<file path="config.mk">
export PLATFORM = sky130hd
export DESIGN_NAME = backlight_fade_easing_ramp_core_flat
export DESIGN_NICKNAME = d
export VERILOG_FILES = /design/src/hw/rtl/bfer_pkg.sv /design/src/hw/rtl/bfer_if.sv /design/src/hw/rtl/bfer_ctrl.sv /design/src/hw/rtl/bfer_datapath.sv /design/src/hw/rtl/backlight_fade_easing_ramp_core.sv /design/src/flat_wrapper.sv
export SDC_FILE = /design/constraint.sdc
export NUM_CORES = 1
export LEC_CHECK = 0
export ABC_AREA = 1
export BUFFER_PORTS_ARGS = -buffer_cell sky130_fd_sc_hd__buf_4
export CORE_MARGIN = 2
export CORE_UTILIZATION = 59
export CTS_CLUSTER_DIAMETER = 120
export DETAILED_ROUTE_END_ITERATION = 10
export PLACE_DENSITY = 0.81
export SYNTH_ARGS = -nofsm -noshare
export SYNTH_HDL_FRONTEND = slang
export SYNTH_SLANG_ARGS = --single-unit
export TNS_END_PERCENT = 50
</file>
<file path="constraint.sdc">
create_clock -name clk -period 5.7 [get_ports clk]
set_input_delay 0.285 -clock clk [delete_from_list [all_inputs] [get_ports clk]]
set_output_delay 0.285 -clock clk [all_outputs]
set_load 0.05 [all_outputs]
</file>
<file path="src/hw/rtl/bfer_pkg.sv">
// shared types and constants for the backlight fade easing ramp
`timescale 1ns / 1ps

package bfer_pkg;

    // default widths of the fade length and of the easing fraction
    localparam int DEF_DURATION_BITS = 24;
    localparam int DEF_FRACTION_BITS = 16;

    // inverted panels emit this base minus the level, modulo 256
    localparam logic [7:0] INVERT_BASE = 8'h80;

    // input action codes
    localparam logic ACT_TICK  = 1'b0;
    localparam logic ACT_START = 1'b1;

    // controller states
    typedef enum logic [2:0] {
        S_IDLE,
        S_EVAL,
        S_DIV,
        S_POW,
        S_ADD,
        S_OUT
    } bfer_state_t;

    // commands from the controller to the datapath
    typedef struct packed {
        logic start_latch;
        logic tick_dec;
        logic tick_stop;
        logic tick_fire;
        logic level_end;
        logic div_init;
        logic div_step;
        logic pow_step;
        logic mag_mul;
        logic level_add;
        logic emit;
    } bfer_cmd_t;

    // status from the datapath to the controller
    typedef struct packed {
        logic action;
        logic busy;
        logic wait_gt1;
        logic past_end;
        logic end_case;
        logic div_last;
        logic pow_done;
        logic out_free;
    } bfer_sts_t;

endpackage

</file>
<file path="src/hw/rtl/bfer_if.sv">
// item channels and configuration write channel of the fade ramp
`timescale 1ns / 1ps

// input item channel
interface bfer_req_if #(
    parameter int DURATION_BITS = bfer_pkg::DEF_DURATION_BITS
);
    logic                     valid;
    logic                     ready;
    logic                     action;
    logic [7:0]               start_level;
    logic [7:0]               end_level;
    logic [DURATION_BITS-1:0] duration_ms;
    logic [1:0]               curve;
    logic [7:0]               step_interval;

    modport source (
        output valid, action, start_level, end_level, duration_ms, curve, step_interval,
        input  ready
    );
    modport sink (
        input  valid, action, start_level, end_level, duration_ms, curve, step_interval,
        output ready
    );
endinterface

// result item channel
interface bfer_rsp_if;
    logic       valid;
    logic       ready;
    logic [7:0] duty;
    logic       last;

    modport source (
        output valid, duty, last,
        input  ready
    );
    modport sink (
        input  valid, duty, last,
        output ready
    );
endinterface

// configuration write channel
interface bfer_cfg_if;
    logic valid;
    logic ready;
    logic invert_duty;

    modport source (
        output valid, invert_duty,
        input  ready
    );
    modport sink (
        input  valid, invert_duty,
        output ready
    );
endinterface

</file>
<file path="src/hw/rtl/bfer_ctrl.sv">
// sequencing state machine of the fade ramp
`timescale 1ns / 1ps

module bfer_ctrl
    import bfer_pkg::*;
(
    input  logic      clk,
    input  logic      rst_n,
    input  logic      in_valid,
    output logic      in_ready,
    input  bfer_sts_t sts,
    output bfer_cmd_t cmd
);

    bfer_state_t state_reg;
    bfer_state_t state_next;

    // state register
    always_ff @(posedge clk or negedge rst_n)
    begin
        if (!rst_n)
        begin
            state_reg <= S_IDLE;
        end
        else
        begin
            state_reg <= state_next;
        end
    end

    // next state and commands
    always_comb
    begin
        state_next = state_reg;
        cmd        = '0;
        in_ready   = 1'b0;
        unique case (state_reg)
            S_IDLE:
            begin
                in_ready = 1'b1;
                if (in_valid)
                begin
                    if (sts.action == ACT_START)
                    begin
                        if (!sts.busy)
                        begin
                            cmd.start_latch = 1'b1;
                            state_next      = S_EVAL;
                        end
                    end
                    else if (sts.busy)
                    begin
                        priority if (sts.wait_gt1)
                        begin
                            cmd.tick_dec = 1'b1;
                        end
                        else if (sts.past_end)
                        begin
                            cmd.tick_stop = 1'b1;
                        end
                        else
                        begin
                            cmd.tick_fire = 1'b1;
                            state_next    = S_EVAL;
                        end
                    end
                end
            end
            S_EVAL:
            begin
                if (sts.end_case)
                begin
                    cmd.level_end = 1'b1;
                    state_next    = S_OUT;
                end
                else
                begin
                    cmd.div_init = 1'b1;
                    state_next   = S_DIV;
                end
            end
            S_DIV:
            begin
                cmd.div_step = 1'b1;
                if (sts.div_last)
                begin
                    state_next = S_POW;
                end
            end
            S_POW:
            begin
                if (sts.pow_done)
                begin
                    cmd.mag_mul = 1'b1;
                    state_next  = S_ADD;
                end
                else
                begin
                    cmd.pow_step = 1'b1;
                end
            end
            S_ADD:
            begin
                cmd.level_add = 1'b1;
                state_next    = S_OUT;
            end
            S_OUT:
            begin
                if (sts.out_free)
                begin
                    cmd.emit   = 1'b1;
                    state_next = S_IDLE;
                end
            end
            default:
            begin
                state_next = S_IDLE;
            end
        endcase
    end

endmodule

</file>
<file path="src/hw/rtl/bfer_datapath.sv">
// fade state, divider, power and level arithmetic, output register
`timescale 1ns / 1ps

module bfer_datapath
    import bfer_pkg::*;
#(
    parameter int DURATION_BITS = DEF_DURATION_BITS,
    parameter int FRACTION_BITS = DEF_FRACTION_BITS
) (
    input  logic                     clk,
    input  logic                     rst_n,
    input  bfer_cmd_t                cmd,
    output bfer_sts_t                sts,
    input  logic                     action,
    input  logic [7:0]               start_level,
    input  logic [7:0]               end_level,
    input  logic [DURATION_BITS-1:0] duration_ms,
    input  logic [1:0]               curve,
    input  logic [7:0]               step_interval,
    output logic                     out_valid,
    input  logic                     out_ready,
    output logic [7:0]               duty,
    output logic                     last,
    input  logic                     cfg_valid,
    input  logic                     cfg_invert
);

    localparam int DB = DURATION_BITS;
    localparam int FB = FRACTION_BITS;
    localparam int CW = $clog2(FB);

    // fade state
    logic                 busy_reg;
    logic [DB:0]          elapsed_reg;
    logic [7:0]           wait_reg;
    logic [7:0]           base_reg;
    logic signed [8:0]    span_reg;
    logic [DB-1:0]        fade_reg;
    logic [7:0]           interval_reg;
    logic [1:0]           curve_reg;
    logic                 invert_reg;

    // arithmetic registers
    logic [DB-1:0]        rem_reg;
    logic [FB-1:0]        t_reg;
    logic [CW-1:0]        div_cnt_reg;
    logic [FB-1:0]        p_reg;
    logic [1:0]           pow_cnt_reg;
    logic [FB+7:0]        mag_reg;
    logic [7:0]           level_reg;

    // output register
    logic                 out_valid_reg;
    logic [7:0]           duty_reg;
    logic                 last_reg;

    logic [DB:0]          fade_ext;
    logic [DB:0]          rem_dbl;
    logic [DB:0]          rem_sub;
    logic                 rem_ge;
    logic [DB-1:0]        rem_next;
    logic [FB-1:0]        q_next;
    logic [2*FB-1:0]      pow_prod;
    logic [8:0]           span_neg;
    logic [7:0]           span_mag;
    logic [FB+7:0]        mag_prod;
    logic [FB+8:0]        acc;
    logic [FB+8:0]        lvl_sum;
    logic [7:0]           end_lvl;
    logic [DB:0]          elapsed_sum;
    logic                 emit_last;
    logic [7:0]           duty_val;
    logic [7:0]           interval_in;
    logic                 out_free;

    // restoring divider step, one quotient bit a cycle
    assign fade_ext = {1'b0, fade_reg};
    assign rem_dbl  = {rem_reg, 1'b0};
    assign rem_ge   = (rem_dbl >= fade_ext);
    assign rem_sub  = rem_dbl - fade_ext;
    assign rem_next = rem_ge ? rem_sub[DB-1:0] : rem_dbl[DB-1:0];
    assign q_next   = {t_reg[FB-2:0], rem_ge};

    // power step, truncated after each product
    assign pow_prod = {{FB{1'b0}}, p_reg} * {{FB{1'b0}}, t_reg};

    // span magnitude times power
    assign span_neg = 9'd0 - span_reg;
    assign span_mag = span_reg[8] ? span_neg[7:0] : span_reg[7:0];
    assign mag_prod = {{FB{1'b0}}, span_mag} * {8'd0, p_reg};

    // base level plus or minus the scaled span
    assign acc     = {1'b0, base_reg, {FB{1'b0}}};
    assign lvl_sum = span_reg[8] ? (acc - {1'b0, mag_reg}) : (acc + {1'b0, mag_reg});
    assign end_lvl = base_reg + span_reg[7:0];

    // time of the next update and final-update flag
    assign elapsed_sum = elapsed_reg + {{(DB-7){1'b0}}, interval_reg};
    assign emit_last   = (elapsed_sum > fade_ext);
    assign duty_val    = invert_reg ? (INVERT_BASE - level_reg) : level_reg;
    assign interval_in = (step_interval == 8'd0) ? 8'd1 : step_interval;
    assign out_free    = !out_valid_reg || out_ready;

    // status to the controller
    always_comb
    begin
        sts.action   = action;
        sts.busy     = busy_reg;
        sts.wait_gt1 = (wait_reg > 8'd1);
        sts.past_end = (elapsed_reg > fade_ext);
        sts.end_case = (fade_reg == '0) || (elapsed_reg >= fade_ext);
        sts.div_last = (div_cnt_reg == CW'(FB - 1));
        sts.pow_done = (pow_cnt_reg == curve_reg);
        sts.out_free = out_free;
    end

    // control state with reset
    always_ff @(posedge clk or negedge rst_n)
    begin
        if (!rst_n)
        begin
            busy_reg      <= 1'b0;
            invert_reg    <= 1'b0;
            out_valid_reg <= 1'b0;
        end
        else
        begin
            if (cmd.start_latch)
            begin
                busy_reg <= 1'b1;
            end
            else if (cmd.tick_stop)
            begin
                busy_reg <= 1'b0;
            end
            if (cfg_valid)
            begin
                invert_reg <= cfg_invert;
            end
            if (cmd.emit)
            begin
                out_valid_reg <= 1'b1;
            end
            else if (out_ready)
            begin
                out_valid_reg <= 1'b0;
            end
        end
    end

    // fade parameters and timing
    always_ff @(posedge clk)
    begin
        if (cmd.start_latch)
        begin
            base_reg     <= start_level;
            span_reg     <= $signed({1'b0, end_level}) - $signed({1'b0, start_level});
            fade_reg     <= duration_ms;
            curve_reg    <= curve;
            interval_reg <= interval_in;
            elapsed_reg  <= '0;
        end
        else if (cmd.emit)
        begin
            elapsed_reg <= elapsed_sum;
        end
        priority if (cmd.tick_dec)
        begin
            wait_reg <= wait_reg - 8'd1;
        end
        else if (cmd.tick_fire || cmd.tick_stop)
        begin
            wait_reg <= 8'd0;
        end
        else if (cmd.emit)
        begin
            wait_reg <= interval_reg;
        end
    end

    // divider, power and level registers
    always_ff @(posedge clk)
    begin
        if (cmd.div_init)
        begin
            rem_reg     <= elapsed_reg[DB-1:0];
            t_reg       <= '0;
            div_cnt_reg <= '0;
        end
        else if (cmd.div_step)
        begin
            rem_reg     <= rem_next;
            t_reg       <= q_next;
            div_cnt_reg <= div_cnt_reg + CW'(1);
        end
        if (cmd.div_step && sts.div_last)
        begin
            p_reg       <= q_next;
            pow_cnt_reg <= 2'd0;
        end
        else if (cmd.pow_step)
        begin
            p_reg       <= pow_prod[2*FB-1:FB];
            pow_cnt_reg <= pow_cnt_reg + 2'd1;
        end
        if (cmd.mag_mul)
        begin
            mag_reg <= mag_prod;
        end
        if (cmd.level_end)
        begin
            level_reg <= end_lvl;
        end
        else if (cmd.level_add)
        begin
            level_reg <= lvl_sum[FB+7:FB];
        end
    end

    // result payload
    always_ff @(posedge clk)
    begin
        if (cmd.emit)
        begin
            duty_reg <= duty_val;
            last_reg <= emit_last;
        end
    end

    assign out_valid = out_valid_reg;
    assign duty      = duty_reg;
    assign last      = last_reg;

`ifndef NO_ASSERTIONS
    // a result is loaded only when the output register can take it
    a_emit_free: assert property (@(posedge clk) disable iff (!rst_n)
        cmd.emit |-> out_free)
        else $error("result loaded over a pending item");

    // arithmetic runs only inside a fade
    a_busy_work: assert property (@(posedge clk) disable iff (!rst_n)
        (cmd.div_init || cmd.div_step || cmd.pow_step || cmd.emit) |-> busy_reg)
        else $error("arithmetic outside a fade");

    // divider remainder stays below the divisor
    a_rem_range: assert property (@(posedge clk) disable iff (!rst_n)
        cmd.div_step |-> (rem_reg < fade_reg))
        else $error("divider remainder out of range");

    // after the final update the next check stops the fade
    a_last_end: assert property (@(posedge clk) disable iff (!rst_n)
        (cmd.emit && emit_last) |=> (elapsed_reg > fade_ext))
        else $error("final update without end of fade");
`endif

endmodule

</file>
<file path="src/hw/rtl/backlight_fade_easing_ramp_core.sv">
// top level of the backlight fade easing ramp
`timescale 1ns / 1ps

// Backlight PWM fade with linear, quadratic, cubic or quartic easing. A start
// item latches the levels, curve and step interval and yields the start level
// (the end level when the duration is zero); every step_interval ticks after
// that the block yields start + span * t^n (n = curve + 1) with t = elapsed /
// duration in Q0.FRACTION_BITS, until elapsed passes the duration. For an
// eased result the restoring divider produces one quotient bit a cycle, then
// the power multiplier iterates once per curve order, and the span multiply,
// the level add and the output load follow in turn. A result at the end
// level (zero duration, or the update that lands on the duration) skips the
// arithmetic. Either kind waits longer while the output register still holds
// an earlier result. A finished result sits in the output register, so the
// next item is accepted while it waits. invert_duty is written through the
// configuration channel, which is always ready.
module backlight_fade_easing_ramp_core
    import bfer_pkg::*;
#(
    parameter int DURATION_BITS = DEF_DURATION_BITS,
    parameter int FRACTION_BITS = DEF_FRACTION_BITS
) (
    input  logic           clk,
    input  logic           rst_n,
    bfer_req_if.sink       req,
    bfer_rsp_if.source     rsp,
    bfer_cfg_if.sink       cfg
);

    bfer_cmd_t cmd;
    bfer_sts_t sts;

    // configuration writes are always taken
    assign cfg.ready = 1'b1;

    // controller
    bfer_ctrl u_ctrl (
        .clk      (clk),
        .rst_n    (rst_n),
        .in_valid (req.valid),
        .in_ready (req.ready),
        .sts      (sts),
        .cmd      (cmd)
    );

    // datapath
    bfer_datapath #(
        .DURATION_BITS (DURATION_BITS),
        .FRACTION_BITS (FRACTION_BITS)
    ) u_datapath (
        .clk           (clk),
        .rst_n         (rst_n),
        .cmd           (cmd),
        .sts           (sts),
        .action        (req.action),
        .start_level   (req.start_level),
        .end_level     (req.end_level),
        .duration_ms   (req.duration_ms),
        .curve         (req.curve),
        .step_interval (req.step_interval),
        .out_valid     (rsp.valid),
        .out_ready     (rsp.ready),
        .duty          (rsp.duty),
        .last          (rsp.last),
        .cfg_valid     (cfg.valid),
        .cfg_invert    (cfg.invert_duty)
    );

endmodule

</file>
<file path="src/flat_wrapper.sv">
// flat-port wrapper written by rule: the top's interface ports become plain ports
module backlight_fade_easing_ramp_core_flat import bfer_pkg::*;
#(
    parameter int DURATION_BITS = DEF_DURATION_BITS,
    parameter int FRACTION_BITS = DEF_FRACTION_BITS
)
  (clk, rst_n, req_valid, req_action, req_start_level, req_end_level, req_duration_ms, req_curve, req_step_interval, req_ready, rsp_valid, rsp_duty, rsp_last, rsp_ready, cfg_valid, cfg_invert_duty, cfg_ready);
  bfer_req_if #(.DURATION_BITS(DURATION_BITS)) req_i ();
  bfer_rsp_if rsp_i ();
  bfer_cfg_if cfg_i ();
  input  logic clk;
  input  logic rst_n;
  input wire logic [$bits(req_i.valid)-1:0] req_valid;
  input wire logic [$bits(req_i.action)-1:0] req_action;
  input wire logic [$bits(req_i.start_level)-1:0] req_start_level;
  input wire logic [$bits(req_i.end_level)-1:0] req_end_level;
  input wire logic [$bits(req_i.duration_ms)-1:0] req_duration_ms;
  input wire logic [$bits(req_i.curve)-1:0] req_curve;
  input wire logic [$bits(req_i.step_interval)-1:0] req_step_interval;
  output wire logic [$bits(req_i.ready)-1:0] req_ready;
  output wire logic [$bits(rsp_i.valid)-1:0] rsp_valid;
  output wire logic [$bits(rsp_i.duty)-1:0] rsp_duty;
  output wire logic [$bits(rsp_i.last)-1:0] rsp_last;
  input wire logic [$bits(rsp_i.ready)-1:0] rsp_ready;
  input wire logic [$bits(cfg_i.valid)-1:0] cfg_valid;
  input wire logic [$bits(cfg_i.invert_duty)-1:0] cfg_invert_duty;
  output wire logic [$bits(cfg_i.ready)-1:0] cfg_ready;
  assign req_i.valid = req_valid;
  assign req_i.action = req_action;
  assign req_i.start_level = req_start_level;
  assign req_i.end_level = req_end_level;
  assign req_i.duration_ms = req_duration_ms;
  assign req_i.curve = req_curve;
  assign req_i.step_interval = req_step_interval;
  assign req_ready = req_i.ready;
  assign rsp_valid = rsp_i.valid;
  assign rsp_duty = rsp_i.duty;
  assign rsp_last = rsp_i.last;
  assign rsp_i.ready = rsp_ready;
  assign cfg_i.valid = cfg_valid;
  assign cfg_i.invert_duty = cfg_invert_duty;
  assign cfg_ready = cfg_i.ready;
  backlight_fade_easing_ramp_core #(.DURATION_BITS(DURATION_BITS), .FRACTION_BITS(FRACTION_BITS)) u_core (.clk(clk), .rst_n(rst_n), .req(req_i), .rsp(rsp_i), .cfg(cfg_i));
endmodule
</file>
==> flow_summary.json <==
{
  "status": "completed",
  "rr_worst_depth": 24,
  "critPathMaxFanout": 5,
  "wl_um": 70000,
  "largest_reg_flops": 25,
  "worstReg2RegStart": "u_core.u_datapath.p_reg[12]$_DFFE_PP_",
  "synth_cell_type_count": 58,
  "yosysTopAreaCell": "fa_1",
  "met1_length_um": 29200,
  "crit_path_end_kind": "flip-flop",
  "min_period_over_period": 0.990,
  "clk_path_buf_depth": 2,
  "fp.dieW_um": 214,
  "crit_path_max_incr_delay_ns": 0.58,
  "cts_root_buf": "clkbuf_16",
  "port_buffers": 67,
  "cap_viol_max_count": 0,
  "critPathLaunchType": "flip-flop",
  "grt_max_degree": 47,
  "dpl_cell_area_mm2": 0.0276,
  "clk_latency_ns": 0.49,
  "cts_tree": "yes",
  "grt_pass1_vias": 22800,
  "n_antenna_cell": 0,
  "h-tree-depth": 4,
  "topRoutingLayerUsed": "met4",
  "crit_arrival_ns": 5.88,
  "crit_family": "adder cells",
  "die_y_um": 214,
  "timing.rr.end": "u_core.u_datapath.p_reg[12]$_DFFE_PP_",
  "hp-class": "in -> reg",
  "multiInputGateArea_mm2": 0.0179,
  "syn-num-nets": 4005,
  "wire_per_inst_um": 16.8,
  "initial_core_util": 0.594,
  "rsz0062_at_grt": "true",
  "dpl.hpwl_um": 53600,
  "grt_usage": 0.305,
  "critPathMostFrequentCell": "fa_1",
  "dp_cells": 4051,
  "vias": 23100,
  "hold_violations": 0,
  "fin_area_mm2": 0.0296,
  "synthCells": 3407,
  "crit_chain": "buf_6 > buf_4 > nand2_1 > fa_1 > fa_1 > fa_1 > inv_1 > fa_1 > fa_1 > inv_1 > fa_1 > inv_2 > ha_4 > nand2_2 > nand2_2 > nand3_2 > nand3_2 > buf_4 > a21oi_4 > nor2_1 > nor2_1 > nand3_1 > nand3_1 > o21ai_1",
  "ioPinCount": 69,
  "startpoint": "u_core.u_datapath.p_reg[12]$_DFFE_PP_",
  "worst_pin_slew_ns": 1.12,
  "slowest_stage": "fa_1",
  "worst_ep_required_time_ns": 5.93,
  "place_ws_ns": -0.181,
  "synthTopCellsByArea": "fa_1, edfxtp_1, ha_1",
  "synth_warnings": 0,
  "synthFlopType": "edfxtp_1",
  "nets": 4162,
  "firstDrtPassIters": 8,
  "yosysSeqAreaShare": 0.203,
  "path_buf_inv": 6,
  "syn_area_per_cell_um2": 7.65,
  "rows": 77,
  "syn-cell-area_mm2": 0.0261,
  "final_common_cell": "nand2_1",
  "numCtsBuffers": 17,
  "layout_common_cells": "nand2_1, inv_1, fa_1, ha_1, nor2_1",
  "skew_ns": 0.0192,
  "slew_viol_final": 0,
  "dieArea_mm2": 0.0459,
  "cts.clk_slew.worst_paths_ns": 0.08,
  "synth_edf_count": 140,
  "grt_first_pass_wirelength_um": 113000,
  "setup_violations": 0,
  "nFillCells": 3545,
  "endpoint": "u_core.u_datapath.p_reg[12]$_DFFE_PP_",
  "synthToLayoutAreaGrowth_pct": 13.6,
  "setup_ws_ns": 0.0584,
  "viasPerCell": 5.53,
  "grt_overflow_total": 0,
  "initialDrtViolationCount": 2395,
  "slew_headroom": 0.246,
  "r2r_slack_ns": 0.06,
  "post-route-drc-count": 0,
  "seq_area_mm2": 0.00531,
  "min_period_ns": 5.64,
  "path_class": "reg -> reg",
  "synth-seq-cells": 193,
  "place_congestion": 0.979,
  "synth_top_area_share": 0.217,
  "path_depth": 24,
  "min_from": "req_step_interval[0]",
  "max_freq_mhz": 177,
  "antenna_found_initial": 0,
  "ant_nets": 0,
  "met3_length_um": 5190,
  "drive_gt1_frac": 0.117,
  "finalNonFillerCells": 4169,
  "wl_met2_um": 32900,
  "core_area_mm2": 0.0439,
  "cts_num_sinks": 193,
  "async_flop_share": 0.0311,
  "setup_tns_ns": 0
}
==> final cells by class <==
cell class	instances	area share
Timing Repair Buffer	252	0.0720
Multi-Input combinational cell	2330	0.605
Sequential cell	193	0.179
Tap cell	592	0.0250
Clock buffer	18	0.0145
Clock inverter	14	0.00638
Timing Repair inverter	2	0.000507
Inverter	768	0.0977
==> logic make-up (layout without fill, tap and decap cells) <==
group,Yosys count,after routing,share of synthesized area
compound gates,345,345,0.0745
xor+xnor,82,82,0.0278
fa+ha+maj,541,541,0.341
buf+inv,884,1054,0.130
flops,193,193,0.203
other cells,1,1,0.000144
simple gates,1361,1361,0.223
==> layer usage <==
metal,vias to the layer above,track usage
met2,988,0.507
met3,200,0.0455
met4,0,0.120
met5,-,0
met1,10900,0.405
li1,10900,-
==> repair_timing <==
item / CTS / global route
endpoints found under the setup margin: 14 / 27
gates resized for setup: 35 / 138
buffers inserted: 10 / 30
gates cloned: 0 / 3
hold buffers: 44 / 0
hold endpoints to repair: 48 / 0
pin swaps: 8 / 77
==> Yosys cell counts, types with 2 or more instances <==
master / n
o21bai_1: 9
dfrtp_1: 6
a31oi_1: 8
buf_2: 21
nor2_2: 6
nor2_4: 3
nand3_4: 3
nand3_1: 127
nor2_1: 257
a22o_1: 2
inv_2: 10
nor3_1: 31
a21o_1: 18
o211ai_1: 21
fa_1: 282
a211oi_1: 2
buf_4: 9
inv_1: 757
a21oi_1: 139
nor4_1: 18
or2_2: 15
nand3b_1: 12
o21ai_1: 15
ha_1: 259
xor2_1: 49
o31ai_1: 5
o21ai_0: 109
and3_1: 2
nand4_1: 102
nor3_2: 2
dfxtp_1: 47
clkbuf_1: 74
nand2_2: 4
o21a_1: 4
buf_1: 10
xnor2_1: 32
a21boi_0: 3
nand2_1: 775
edfxtp_1: 140
==> through the flow <==
step | hold WS [ns] | util
global route | 0.0360 | 0.674
detailed placement | 0.104 | 0.628
finish | 0.0424 | 0.674
CTS | 0.0313 | 0.658
global placement | 0.104 | 0.628
floorplan | -0.0106 | -
==> worst min path at each step <==
| stage | end | depth (start not counted) |
|---|---|---|
| floorplan | u_core.u_ctrl.state_reg[0]$_DFFE_PN0P_ | 0 |
| global placement | u_core.u_datapath.invert_reg$_DFFE_PN0P_ | 1 |
| detailed placement | u_core.u_datapath.out_valid$_DFFE_PN0P_ | 1 |
| CTS | u_core.u_datapath.interval_reg[0]$_SDFFCE_PN1P_ | 2 |
| global route | u_core.u_datapath.interval_reg[0]$_SDFFCE_PN1P_ | 2 |
| finish | u_core.u_datapath.interval_reg[0]$_SDFFCE_PN1P_ | 2 |
Power is left out: the tool's default activity adds up to more than one toggle a clock period on the data nets, which glitch-free logic cannot reach.
